===== config.mk =====
export PLATFORM = sky130hd
export DESIGN_NAME = syntax_highlight_classifier_unit
export DESIGN_NICKNAME = d
export VERILOG_FILES = /design/src/design/shl_pkg.sv /design/src/design/shl_rules.sv /design/src/design/syntax_highlight_classifier_unit.sv
export SDC_FILE = /design/constraint.sdc
export NUM_CORES = 1
export LEC_CHECK = 0
export ABC_AREA = 0
export BUFFER_PORTS_ARGS = -buffer_cell sky130_fd_sc_hd__buf_4
export CORE_ASPECT_RATIO = 0.6
export CORE_MARGIN = 2
export CORE_UTILIZATION = 55
export DETAILED_ROUTE_END_ITERATION = 8
export GPL_ROUTABILITY_DRIVEN = 0
export PLACE_DENSITY = 0.88
export REMOVE_ABC_BUFFERS = 1
export SLEW_MARGIN = 10
export SYNTH_ARGS = -nofsm -noshare
export SYNTH_HDL_FRONTEND = slang
export SYNTH_SLANG_ARGS = --single-unit
export TNS_END_PERCENT = 5

===== constraint.sdc =====
create_clock -name clk -period 5.55 [get_ports clk]
set_input_delay 1.665 -clock clk [delete_from_list [all_inputs] [get_ports clk]]
set_output_delay 1.665 -clock clk [all_outputs]
set_load 0.05 [all_outputs]

===== src/design/shl_pkg.sv =====
package shl_pkg;

  typedef enum logic [3:0] {
    CLS_DEFAULT = 4'd0,
    CLS_SYMBOL  = 4'd1,
    CLS_DIGITS  = 4'd2,
    CLS_BLOCK   = 4'd3,
    CLS_LINE    = 4'd4,
    CLS_SQ      = 4'd5,
    CLS_DQ      = 4'd6,
    CLS_TDQ     = 4'd7,
    CLS_TSQ     = 4'd8,
    CLS_TDQ_S   = 4'd9,
    CLS_TSQ_S   = 4'd10,
    CLS_ASSIGN  = 4'd11
  } cls_t;

  typedef enum logic [1:0] {
    MODE_NONE   = 2'd0,
    MODE_C      = 2'd1,
    MODE_LISP   = 2'd2,
    MODE_PYTHON = 2'd3
  } mode_t;

  localparam logic [7:0] CH_TAB     = 8'h09;
  localparam logic [7:0] CH_LF      = 8'h0A;
  localparam logic [7:0] CH_SPACE   = 8'h20;
  localparam logic [7:0] CH_DQUOTE  = 8'h22;
  localparam logic [7:0] CH_HASH    = 8'h23;
  localparam logic [7:0] CH_SQUOTE  = 8'h27;
  localparam logic [7:0] CH_STAR    = 8'h2A;
  localparam logic [7:0] CH_SLASH   = 8'h2F;
  localparam logic [7:0] CH_ZERO    = 8'h30;
  localparam logic [7:0] CH_NINE    = 8'h39;
  localparam logic [7:0] CH_SEMI    = 8'h3B;
  localparam logic [7:0] CH_EQUALS  = 8'h3D;
  localparam logic [7:0] CH_BSLASH  = 8'h5C;

  typedef struct packed {
    logic [7:0] char_now;
    logic [7:0] char_next;
    logic [7:0] char_after_next;
    logic       start;
  } shl_item_t;

  typedef struct packed {
    cls_t       cur;
    cls_t       pend;
    logic [1:0] skip;
  } shl_state_t;

  localparam shl_state_t STATE_RESET = '{cur: CLS_DEFAULT, pend: CLS_DEFAULT, skip: 2'd0};

  // punctuation set, plus the two UTF-8 bytes of the pound sign
  function automatic logic sym_byte(input logic [7:0] b);
    logic hit;
    hit = 1'b0;
    case (b) inside
      8'h7B, 8'h7D, 8'h5B, 8'h5D, 8'h28, 8'h29, 8'h21, 8'h27, 8'hC2, 8'hA3,
      8'h24, 8'h25, 8'h5E, 8'h26, 8'h2A, 8'h2D, 8'h2B, 8'h3D, 8'h3A, 8'h3B,
      8'h40, 8'h7E, 8'h23, 8'h3C, 8'h3E, 8'h2C, 8'h2E, 8'h3F, 8'h2F, 8'h5C,
      8'h7C: hit = 1'b1;
      default: hit = 1'b0;
    endcase
    return hit;
  endfunction

endpackage


===== src/design/shl_rules.sv =====
module shl_rules import shl_pkg::*; (
  input  mode_t      mode,
  input  shl_item_t  item,
  input  shl_state_t state_in,
  output cls_t       res,
  output shl_state_t state_next
);

  shl_state_t base;
  cls_t       st;
  cls_t       doc_cls;
  cls_t       asg_cls;
  logic [7:0] a, b, c;
  logic       cm, lm, pm, cp;
  logic       triple_d, triple_s;
  logic       quote_free;

  assign a = item.char_now;
  assign b = item.char_next;
  assign c = item.char_after_next;

  assign cm = (mode == MODE_C);
  assign lm = (mode == MODE_LISP);
  assign pm = (mode == MODE_PYTHON);
  assign cp = cm || pm;

  assign triple_d = (a == CH_DQUOTE) && (b == CH_DQUOTE) && (c == CH_DQUOTE);
  assign triple_s = (a == CH_SQUOTE) && (b == CH_SQUOTE) && (c == CH_SQUOTE);
  assign doc_cls  = triple_d ? CLS_TDQ : CLS_TSQ;
  assign asg_cls  = triple_d ? CLS_TDQ_S : CLS_TSQ_S;
  assign quote_free = (a != CH_SQUOTE) && (b != CH_SQUOTE) && (c != CH_SQUOTE) &&
                      (a != CH_DQUOTE) && (b != CH_DQUOTE) && (c != CH_DQUOTE);

  always_comb begin
    base = item.start ? STATE_RESET : state_in;
    st = base.pend;
    state_next = base;
    res = base.cur;
    if (base.skip != 2'd0) begin
      state_next.skip = base.skip - 2'd1;
    end else begin
      state_next.cur = st;
      res = st;
      if (pm && st == CLS_DEFAULT && a == CH_EQUALS && b != CH_EQUALS) begin
        state_next.pend = CLS_ASSIGN;
        state_next.cur = CLS_ASSIGN;
        res = CLS_ASSIGN;
      end else if (pm && st == CLS_ASSIGN &&
                   (a == CH_SPACE || a == CH_TAB || a == CH_LF)) begin
        state_next.pend = CLS_ASSIGN;
        res = CLS_ASSIGN;
      end else if (pm && st == CLS_ASSIGN && a == CH_DQUOTE && b != CH_DQUOTE) begin
        state_next.pend = CLS_DQ;
        res = CLS_DQ;
      end else if (pm && st == CLS_ASSIGN && a == CH_SQUOTE && b != CH_SQUOTE) begin
        state_next.pend = CLS_SQ;
        res = CLS_SQ;
      end else if (pm && st == CLS_ASSIGN && quote_free) begin
        state_next.pend = CLS_DEFAULT;
        state_next.cur = CLS_DEFAULT;
        res = CLS_DEFAULT;
      end else if (cm && st == CLS_DEFAULT && a == CH_SLASH && b == CH_STAR) begin
        state_next.skip = 2'd1;
        state_next.pend = CLS_BLOCK;
        state_next.cur = CLS_BLOCK;
        res = CLS_BLOCK;
      end else if (cm && st == CLS_BLOCK && a == CH_STAR && b == CH_SLASH) begin
        state_next.skip = 2'd1;
        state_next.pend = CLS_DEFAULT;
        res = CLS_BLOCK;
      end else if (st == CLS_DEFAULT && ((cm && a == CH_SLASH && b == CH_SLASH) ||
                   (lm && a == CH_SEMI) || (pm && a == CH_HASH))) begin
        state_next.skip = 2'd1;
        state_next.pend = CLS_LINE;
        state_next.cur = CLS_LINE;
        res = CLS_LINE;
      end else if (mode != MODE_NONE && st == CLS_LINE && a == CH_LF) begin
        state_next.pend = CLS_DEFAULT;
        res = CLS_DEFAULT;
      end else if (pm && (triple_d || triple_s) &&
                   (st == CLS_DEFAULT || st == CLS_ASSIGN)) begin
        // opening triple quote, kind set by what precedes it
        state_next.skip = 2'd2;
        state_next.pend = (st == CLS_DEFAULT) ? doc_cls : asg_cls;
        state_next.cur = (st == CLS_DEFAULT) ? doc_cls : asg_cls;
        res = (st == CLS_DEFAULT) ? doc_cls : asg_cls;
      end else if (pm && (triple_d || triple_s) && (st == doc_cls || st == asg_cls)) begin
        state_next.skip = 2'd2;
        state_next.pend = CLS_DEFAULT;
        res = st;
      end else if (cp && st == CLS_DEFAULT && a == CH_DQUOTE) begin
        state_next.pend = CLS_DQ;
        res = CLS_DQ;
      end else if (cp && st == CLS_DQ && a == CH_BSLASH) begin
        state_next.skip = 2'd1;
        state_next.pend = CLS_DQ;
        res = CLS_DQ;
      end else if (cp && st == CLS_DQ && a == CH_DQUOTE) begin
        state_next.pend = CLS_DEFAULT;
        res = CLS_DQ;
      end else if (cp && st == CLS_DEFAULT && a == CH_SQUOTE) begin
        state_next.pend = CLS_SQ;
        res = CLS_SQ;
      end else if (cp && st == CLS_SQ && a == CH_BSLASH) begin
        state_next.skip = 2'd1;
        state_next.pend = CLS_SQ;
        res = CLS_SQ;
      end else if (cp && st == CLS_SQ && a == CH_SQUOTE) begin
        state_next.pend = CLS_DEFAULT;
        res = CLS_SQ;
      end else if (st != CLS_DEFAULT) begin
        state_next.pend = st;
        res = st;
      end else if (a >= CH_ZERO && a <= CH_NINE) begin
        state_next.pend = CLS_DEFAULT;
        state_next.cur = CLS_DIGITS;
        res = CLS_DIGITS;
      end else if (sym_byte(a)) begin
        state_next.pend = CLS_DEFAULT;
        state_next.cur = CLS_SYMBOL;
        res = CLS_SYMBOL;
      end else begin
        state_next.pend = st;
        res = st;
      end
    end
  end

endmodule


===== src/design/syntax_highlight_classifier_unit.sv =====
// Syntax highlight classifier: one highlight class per text byte.
// Input channel (in_valid / in_stall): char_now with two bytes of lookahead
// and start_of_text, which clears the parser state before that byte.
// Output channel (out_valid / out_stall): highlight_class, one item for each
// input item, in order.
// Config channel (cfg_valid / cfg_ready): language_mode, 0 none, 1 C,
// 2 Lisp, 3 Python. cfg_ready is always high; write only while idle.
// The class rules and the state update are combinational between the input
// register and the output register: an item held in the input register has
// its class written to the output register when that register can load.
// Throughput: one item per cycle while the output is not stalled.
// A stalled output holds its item; the input register still takes one more
// item, after which in_stall rises until the output moves on.
// Reset (rst, synchronous): both stages empty, parser state to default,
// language mode none.
module syntax_highlight_classifier_unit import shl_pkg::*; (
  input  logic       clk,
  input  logic       rst,
  input  logic       in_valid,
  output logic       in_stall,
  input  logic [7:0] char_now,
  input  logic [7:0] char_next,
  input  logic [7:0] char_after_next,
  input  logic       start_of_text,
  output logic       out_valid,
  input  logic       out_stall,
  output logic [3:0] highlight_class,
  input  logic       cfg_valid,
  output logic       cfg_ready,
  input  logic [1:0] language_mode
);

  shl_item_t  s1;
  logic       s1_valid;
  shl_state_t state;
  shl_state_t state_next;
  mode_t      mode;
  cls_t       res;
  logic       out_load;
  logic       s1_load;
  logic       s1_move;

  assign out_load  = !out_valid || !out_stall;
  assign s1_move   = s1_valid && out_load;
  assign s1_load   = !s1_valid || out_load;
  assign in_stall  = !s1_load;
  assign cfg_ready = 1'b1;

  shl_rules u_rules (
    .mode       (mode),
    .item       (s1),
    .state_in   (state),
    .res        (res),
    .state_next (state_next)
  );

  always_ff @(posedge clk) begin
    if (rst) begin
      s1_valid  <= 1'b0;
      out_valid <= 1'b0;
      state     <= STATE_RESET;
      mode      <= MODE_NONE;
    end else begin
      if (cfg_valid && cfg_ready) begin
        mode <= mode_t'(language_mode);
      end
      if (s1_load) begin
        s1_valid <= in_valid;
      end
      if (out_load) begin
        out_valid <= s1_valid;
      end
      if (s1_move) begin
        state <= state_next;
      end
    end
  end

  always_ff @(posedge clk) begin
    if (in_valid && s1_load) begin
      s1 <= '{char_now: char_now, char_next: char_next,
              char_after_next: char_after_next, start: start_of_text};
    end
    if (s1_move) begin
      highlight_class <= res;
    end
  end

  a_stall_needs_item: assert property (@(posedge clk) disable iff (rst)
    in_stall |-> s1_valid)
    else $error("input stalled with empty input register");

  a_empty_out_no_stall: assert property (@(posedge clk) disable iff (rst)
    !out_valid |-> !in_stall)
    else $error("input stalled while output register empty");

  a_skip_range: assert property (@(posedge clk) disable iff (rst)
    state.skip != 2'd3)
    else $error("skip count out of range");

  a_skip_holds_class: assert property (@(posedge clk) disable iff (rst)
    s1_move && !s1.start && state.skip != 2'd0 |=> highlight_class == $past(state.cur))
    else $error("skipped byte lost the token class");

endmodule


Word-level counts from Yosys, hierarchy flattened
Index checks and enable logic that the tools add are counted.
{ "op_classes": {"n_lt_le_gt_ge": 2, "mux": 133, "n_addsub": 1, "n_eq_ne": 58, "reduce_logical": 66} }
{ "op_table": {"columns": ["cell", "n"], "rows": [
  ["8-bit by 6-bit equality test with 1-bit output, second input constant", 28],
  ["4-bit two-way mux", 47],
  ["8-bit two-way mux", 23],
  ["10-bit two-way mux", 14],
  ["6-bit two-way mux", 16],
  ["8-bit by 7-bit equality test with 1-bit output, second input constant", 9],
  ["8-bit by 6-bit inequality test with 1-bit output, second input constant", 7],
  ["1-bit logical AND", 47],
  ["31-bit OR reduction", 1],
  ["2-bit two-way mux", 12],
  ["1-bit two-way mux", 21],
  ["8-bit by 4-bit equality test with 1-bit output, second input constant", 2],
  ["8-bit equality test, second input constant", 2],
  ["4-bit by 3-bit equality test with 1-bit output, second input constant", 3],
  ["1-bit logical OR", 10],
  ["4-bit equality test", 2],
  ["8-bit by 6-bit >= comparator with 1-bit output, second input constant", 1],
  ["8-bit by 6-bit less-or-equal comparator with 1-bit output, second input constant", 1],
  ["2-bit equality test, second input constant", 2],
  ["4-bit by 2-bit equality test with 1-bit output, second input constant", 1],
  ["4-bit equality test, second input constant", 1],
  ["1-bit zero test", 4],
  ["4-bit zero test", 1],
  ["2-bit nonzero test", 2],
  ["other kinds (3)", 3]
]} }
{ "word_totals": {"regBits": 43, "out_inout_bits": 7, "inputBits": 32, "elab_cells": 271} }

Logic depth before layout (Yosys ltp)
{ "logic_depth": {"depth_word": 86, "ltp_mapped": 9} }

Cells and area by module
A second synthesis with hierarchy kept.
{ "unflattened": {"cells_unflattened": 321, "hier_area_um2": 2957.8} }
{ "by_module_without_submodules": {"columns": ["module", "n_inst", "area_per_inst_um2", "cells_each", "seq_area_each_um2"], "rows": [
  ["syntax_highlight_classifier_unit", 1, 1491.4, 90, 1151.1],
  ["shl_rules", 1, 1466.4, 231, 0.0]
]} }

Worst setup path before layout
Ideal clock, no wire load.
{ "synth_path": {"kind": "in2out", "startpoint": "in out_stall", "endpoint": "out in_stall", "t_required_ns": 3.885, "slack_ns": 1.739, "n_path_buf": 0, "stages": 1, "t_arrival_ns": 2.146, "path_cell_list": "and3_1"} }
{ "synth_via": {"elab_chain_len": 4} }
{ "synth_rtl": {"columns": ["item", "line_no", "rtl"], "rows": [
  ["from (decl)", "syntax_highlight_classifier_unit.sv:26", "input logic out_stall,"],
  ["1-bit zero test", "syntax_highlight_classifier_unit.sv:43", "assign out_load = !out_valid || !out_stall;"],
  ["1-bit logical OR", "syntax_highlight_classifier_unit.sv:43", null],
  ["1-bit logical OR", "syntax_highlight_classifier_unit.sv:45", "assign s1_load = !s1_valid || out_load;"],
  ["1-bit zero test", "syntax_highlight_classifier_unit.sv:46", "assign in_stall = !s1_load;"],
  ["to (decl)", "syntax_highlight_classifier_unit.sv:20", "output logic in_stall,"]
]} }
No other way between the ends.

Worst setup path after layout
Same ends and word-level chain as after synthesis.

==> impl_results.md <==
- Top-count cell post-synth: nor2_1
- Vias per cell: 6.745
- Clk network pwr share: 0.343
- Final hold vios: 0
- Area leader, netlist: edfxtp_1
- Switching fraction of total power: 0.2651
- RR Startpoint: state[2]
- Power per cell area: 226.0 nW/um2
- Synth top cells by count: nor2_1 (45), edfxtp_1 (29), nand2_1 (24)
- Primary FF master, synth: edfxtp_1
- Seq/Total Area, Yosys: 0.4048
- Dpl hpwl: 5622 um
- Critical Path Fanout Max: 3
- Setup Skew: 0.009358 ns
- Largest net degree at the start of global routing: 26
- Routed vias: 2826
- CP Capture Type: output pin
- WS Path Type: input port to output pin
- Fin nets: 385
- Leak Pwr: 1.151 nW
- Hold Startpoint: state[1]
- Gr usage total: 0.2651
- Achievable Freq: 255.8 MHz
- Synth unique cells: 67
- Initial Util: 0.5654
- Cells after Synth: 328
- H-tree levels: 2
- IO Port Bufs: 37
- Vias in the first global route: 2542
- IO Count: 39
- WP data required: 3.88 ns
- Crit path from: out_stall
- Main area contributors after synthesis: edfxtp_1 (31%), dfxtp_1 (9.9%), nor2_1 (5.9%)
- Synth Register Bits: 43
- Post-CTS Setup Bufs: 0
- Clock-pin slew of the registers on the worst-case setup and hold paths: 0.08 ns
- Switching pwr: 0.0001946 W
- Clk Latency, worst-skew pair: 0.31 ns
- Final slew viol count: 0
- Outcome: finished, final reports clean
- Worst Path Arrival: 2.24 ns
- Main combinational cell family by area after synthesis: simple AND/OR/NAND/NOR gates
- Synth Area in Simple Gates: 0.3572
- Share of cells above drive strength 1: 0.1671
- Mux contribution to synthesized area: 0.01100
- Final setup violation count: 0
- Synth warn: 0
- FP Rows: 20
- Clock Tree Root: clkbuf_8
- XOR/XNOR Fraction of Synth Area: 0.003080
- DIE HEIGHT: 59.70 um
- Max-Slew Margin vs Limit: 0.1733
- Period minus WS final: 3.909 ns
- Global-route wire length before repair: 12140 um
- EDFF count, synth: 29
- Worst-margin pin slew: 1.229 ns
- R2R Setup Slk: 2.38 ns
- Worst hold slack: 0.4940 ns
- Total wire length: 7440 um
- GRT Residual Overflow: 0
- RSZ-0062 raised after global routing: no
- Area Overhead vs Synth: 14.17%
- Initial antenna violation count: 0
- Diode count: 0
- DR WL/cell: 17.76 um
- CP Launch Type: input port
- Worst Slack Setup Final: 1.641 ns
- Worst vdd ir: 0.2274 mV
- Pwr Total: 0.0007339 W
- Worst min-delay path class: register to register
- Die area: 5781 um2
- Dpl ws: 1.695 ns
- Avg Inst Size Synth: 8.671 um2
- Max Cap Viol: 0
- Post-synthesis compound-gate area fraction: 0.1848
- Setup TNS: 0 ns
- Iter 0 DRT Violations: 403
- Drt drc: 0
- Internal power: 0.0005393 W
- Num Clock Sinks: 43
- Crit share post-route: 0.7044
- Asr flop ratio synth: 0
- Drt pass-1 iters: 5
- Clock Path Buffers: 2
- Detail Route Antenna Nets: 0
- CTS hold repair buffers: 0
- Yosys top cell area share: 0.3062
- Die W: 96.84 um
- Mapped cell area: 2844 um2
- Post-cts repair resize count: 0
- Gate power share: 0.128
- TritonCTS buffer count: 5
- Synth Area in Adders: 0.004399
- Reg power frac: 0.530
- CORE AREA: 5030 um2
- CTS tree: done
==> kinds of logic after synthesis <==
family / count (synthesis)
XOR/XNOR: 1
flip-flops: 43
other: 1
multiplexers: 3
adder cells (fa/ha/maj): 1
AO/OA/AOI/OAI: 75
AND/OR/NAND/NOR: 180
buffers and inverters: 24
==> power groups by stage <==
stage               combinational, W  clock, W  sequential, W
detailed placement         0.0000912         0       0.000394
global placement           0.0000875         0       0.000393
floorplan                  0.0000512         0       0.000392
finish                     0.0000937  0.000252       0.000389
global route                0.000101  0.000265       0.000391
CTS                        0.0000916  0.000252       0.000387
==> critical path, cell delays in order <==
cell and delay, ns:
buf_4 0.09, and3_1 0.25, buf_4 0.23
==> state kept, by name, summed over array words and instances, names as in the netlist <==
name	flops
highlight_class	4
mode	2
out_valid	1
s1	25
s1_valid	1
state	10
==> per-layer routing <==
| layer | part of all wire | GRT usage |
|---|---|---|
| met5 | 0 | 0.03419 |
| met4 | 0.021 | 0.07243 |
| met3 | 0.13 | 0.06667 |
| met2 | 0.42 | 0.4117 |
| met1 | 0.43 | 0.3729 |
==> final timing paths <==
kind,end,cells after the start
max,in_stall,3
min reg2reg,state[1],2
min,state[1],2
max reg2reg,highlight_class[1],7
==> final cells by class <==
type                            count  area [um2]
Clock buffer                        5       68.82
Clock inverter                      3       46.29
Fill cell                         425        1783
Inverter                            4       15.01
Multi-Input combinational cell    261        1605
Sequential cell                    43        1151
Tap cell                           66       82.58
Timing Repair Buffer               37       277.8
==> through the flow <==
step | cell area [um2] | util | std cells
after floorplan | 2764 | - | 308
after global placement | 3127 | 0.6216 | 411
after detailed placement | 3127 | 0.6216 | 411
after CTS | 3242 | 0.6445 | 419
after global routing | 3247 | 0.6455 | 419
final | 3247 | 0.6455 | 419
==> cell usage in the layout, fill, tap and decap left out, types with 10 or more instances in the layout <==
| master | instances |
|---|---|
| nand2_1 | 24 |
| nor2b_1 | 12 |
| edfxtp_1 | 29 |
| dfxtp_1 | 14 |
| a21oi_1 | 16 |
| nand3_1 | 10 |
| buf_4 | 37 |
| nor2_1 | 45 |
| o21ai_0 | 12 |
| nor3_1 | 20 |
No activity file was read; power rests on OpenSTA's default activity.
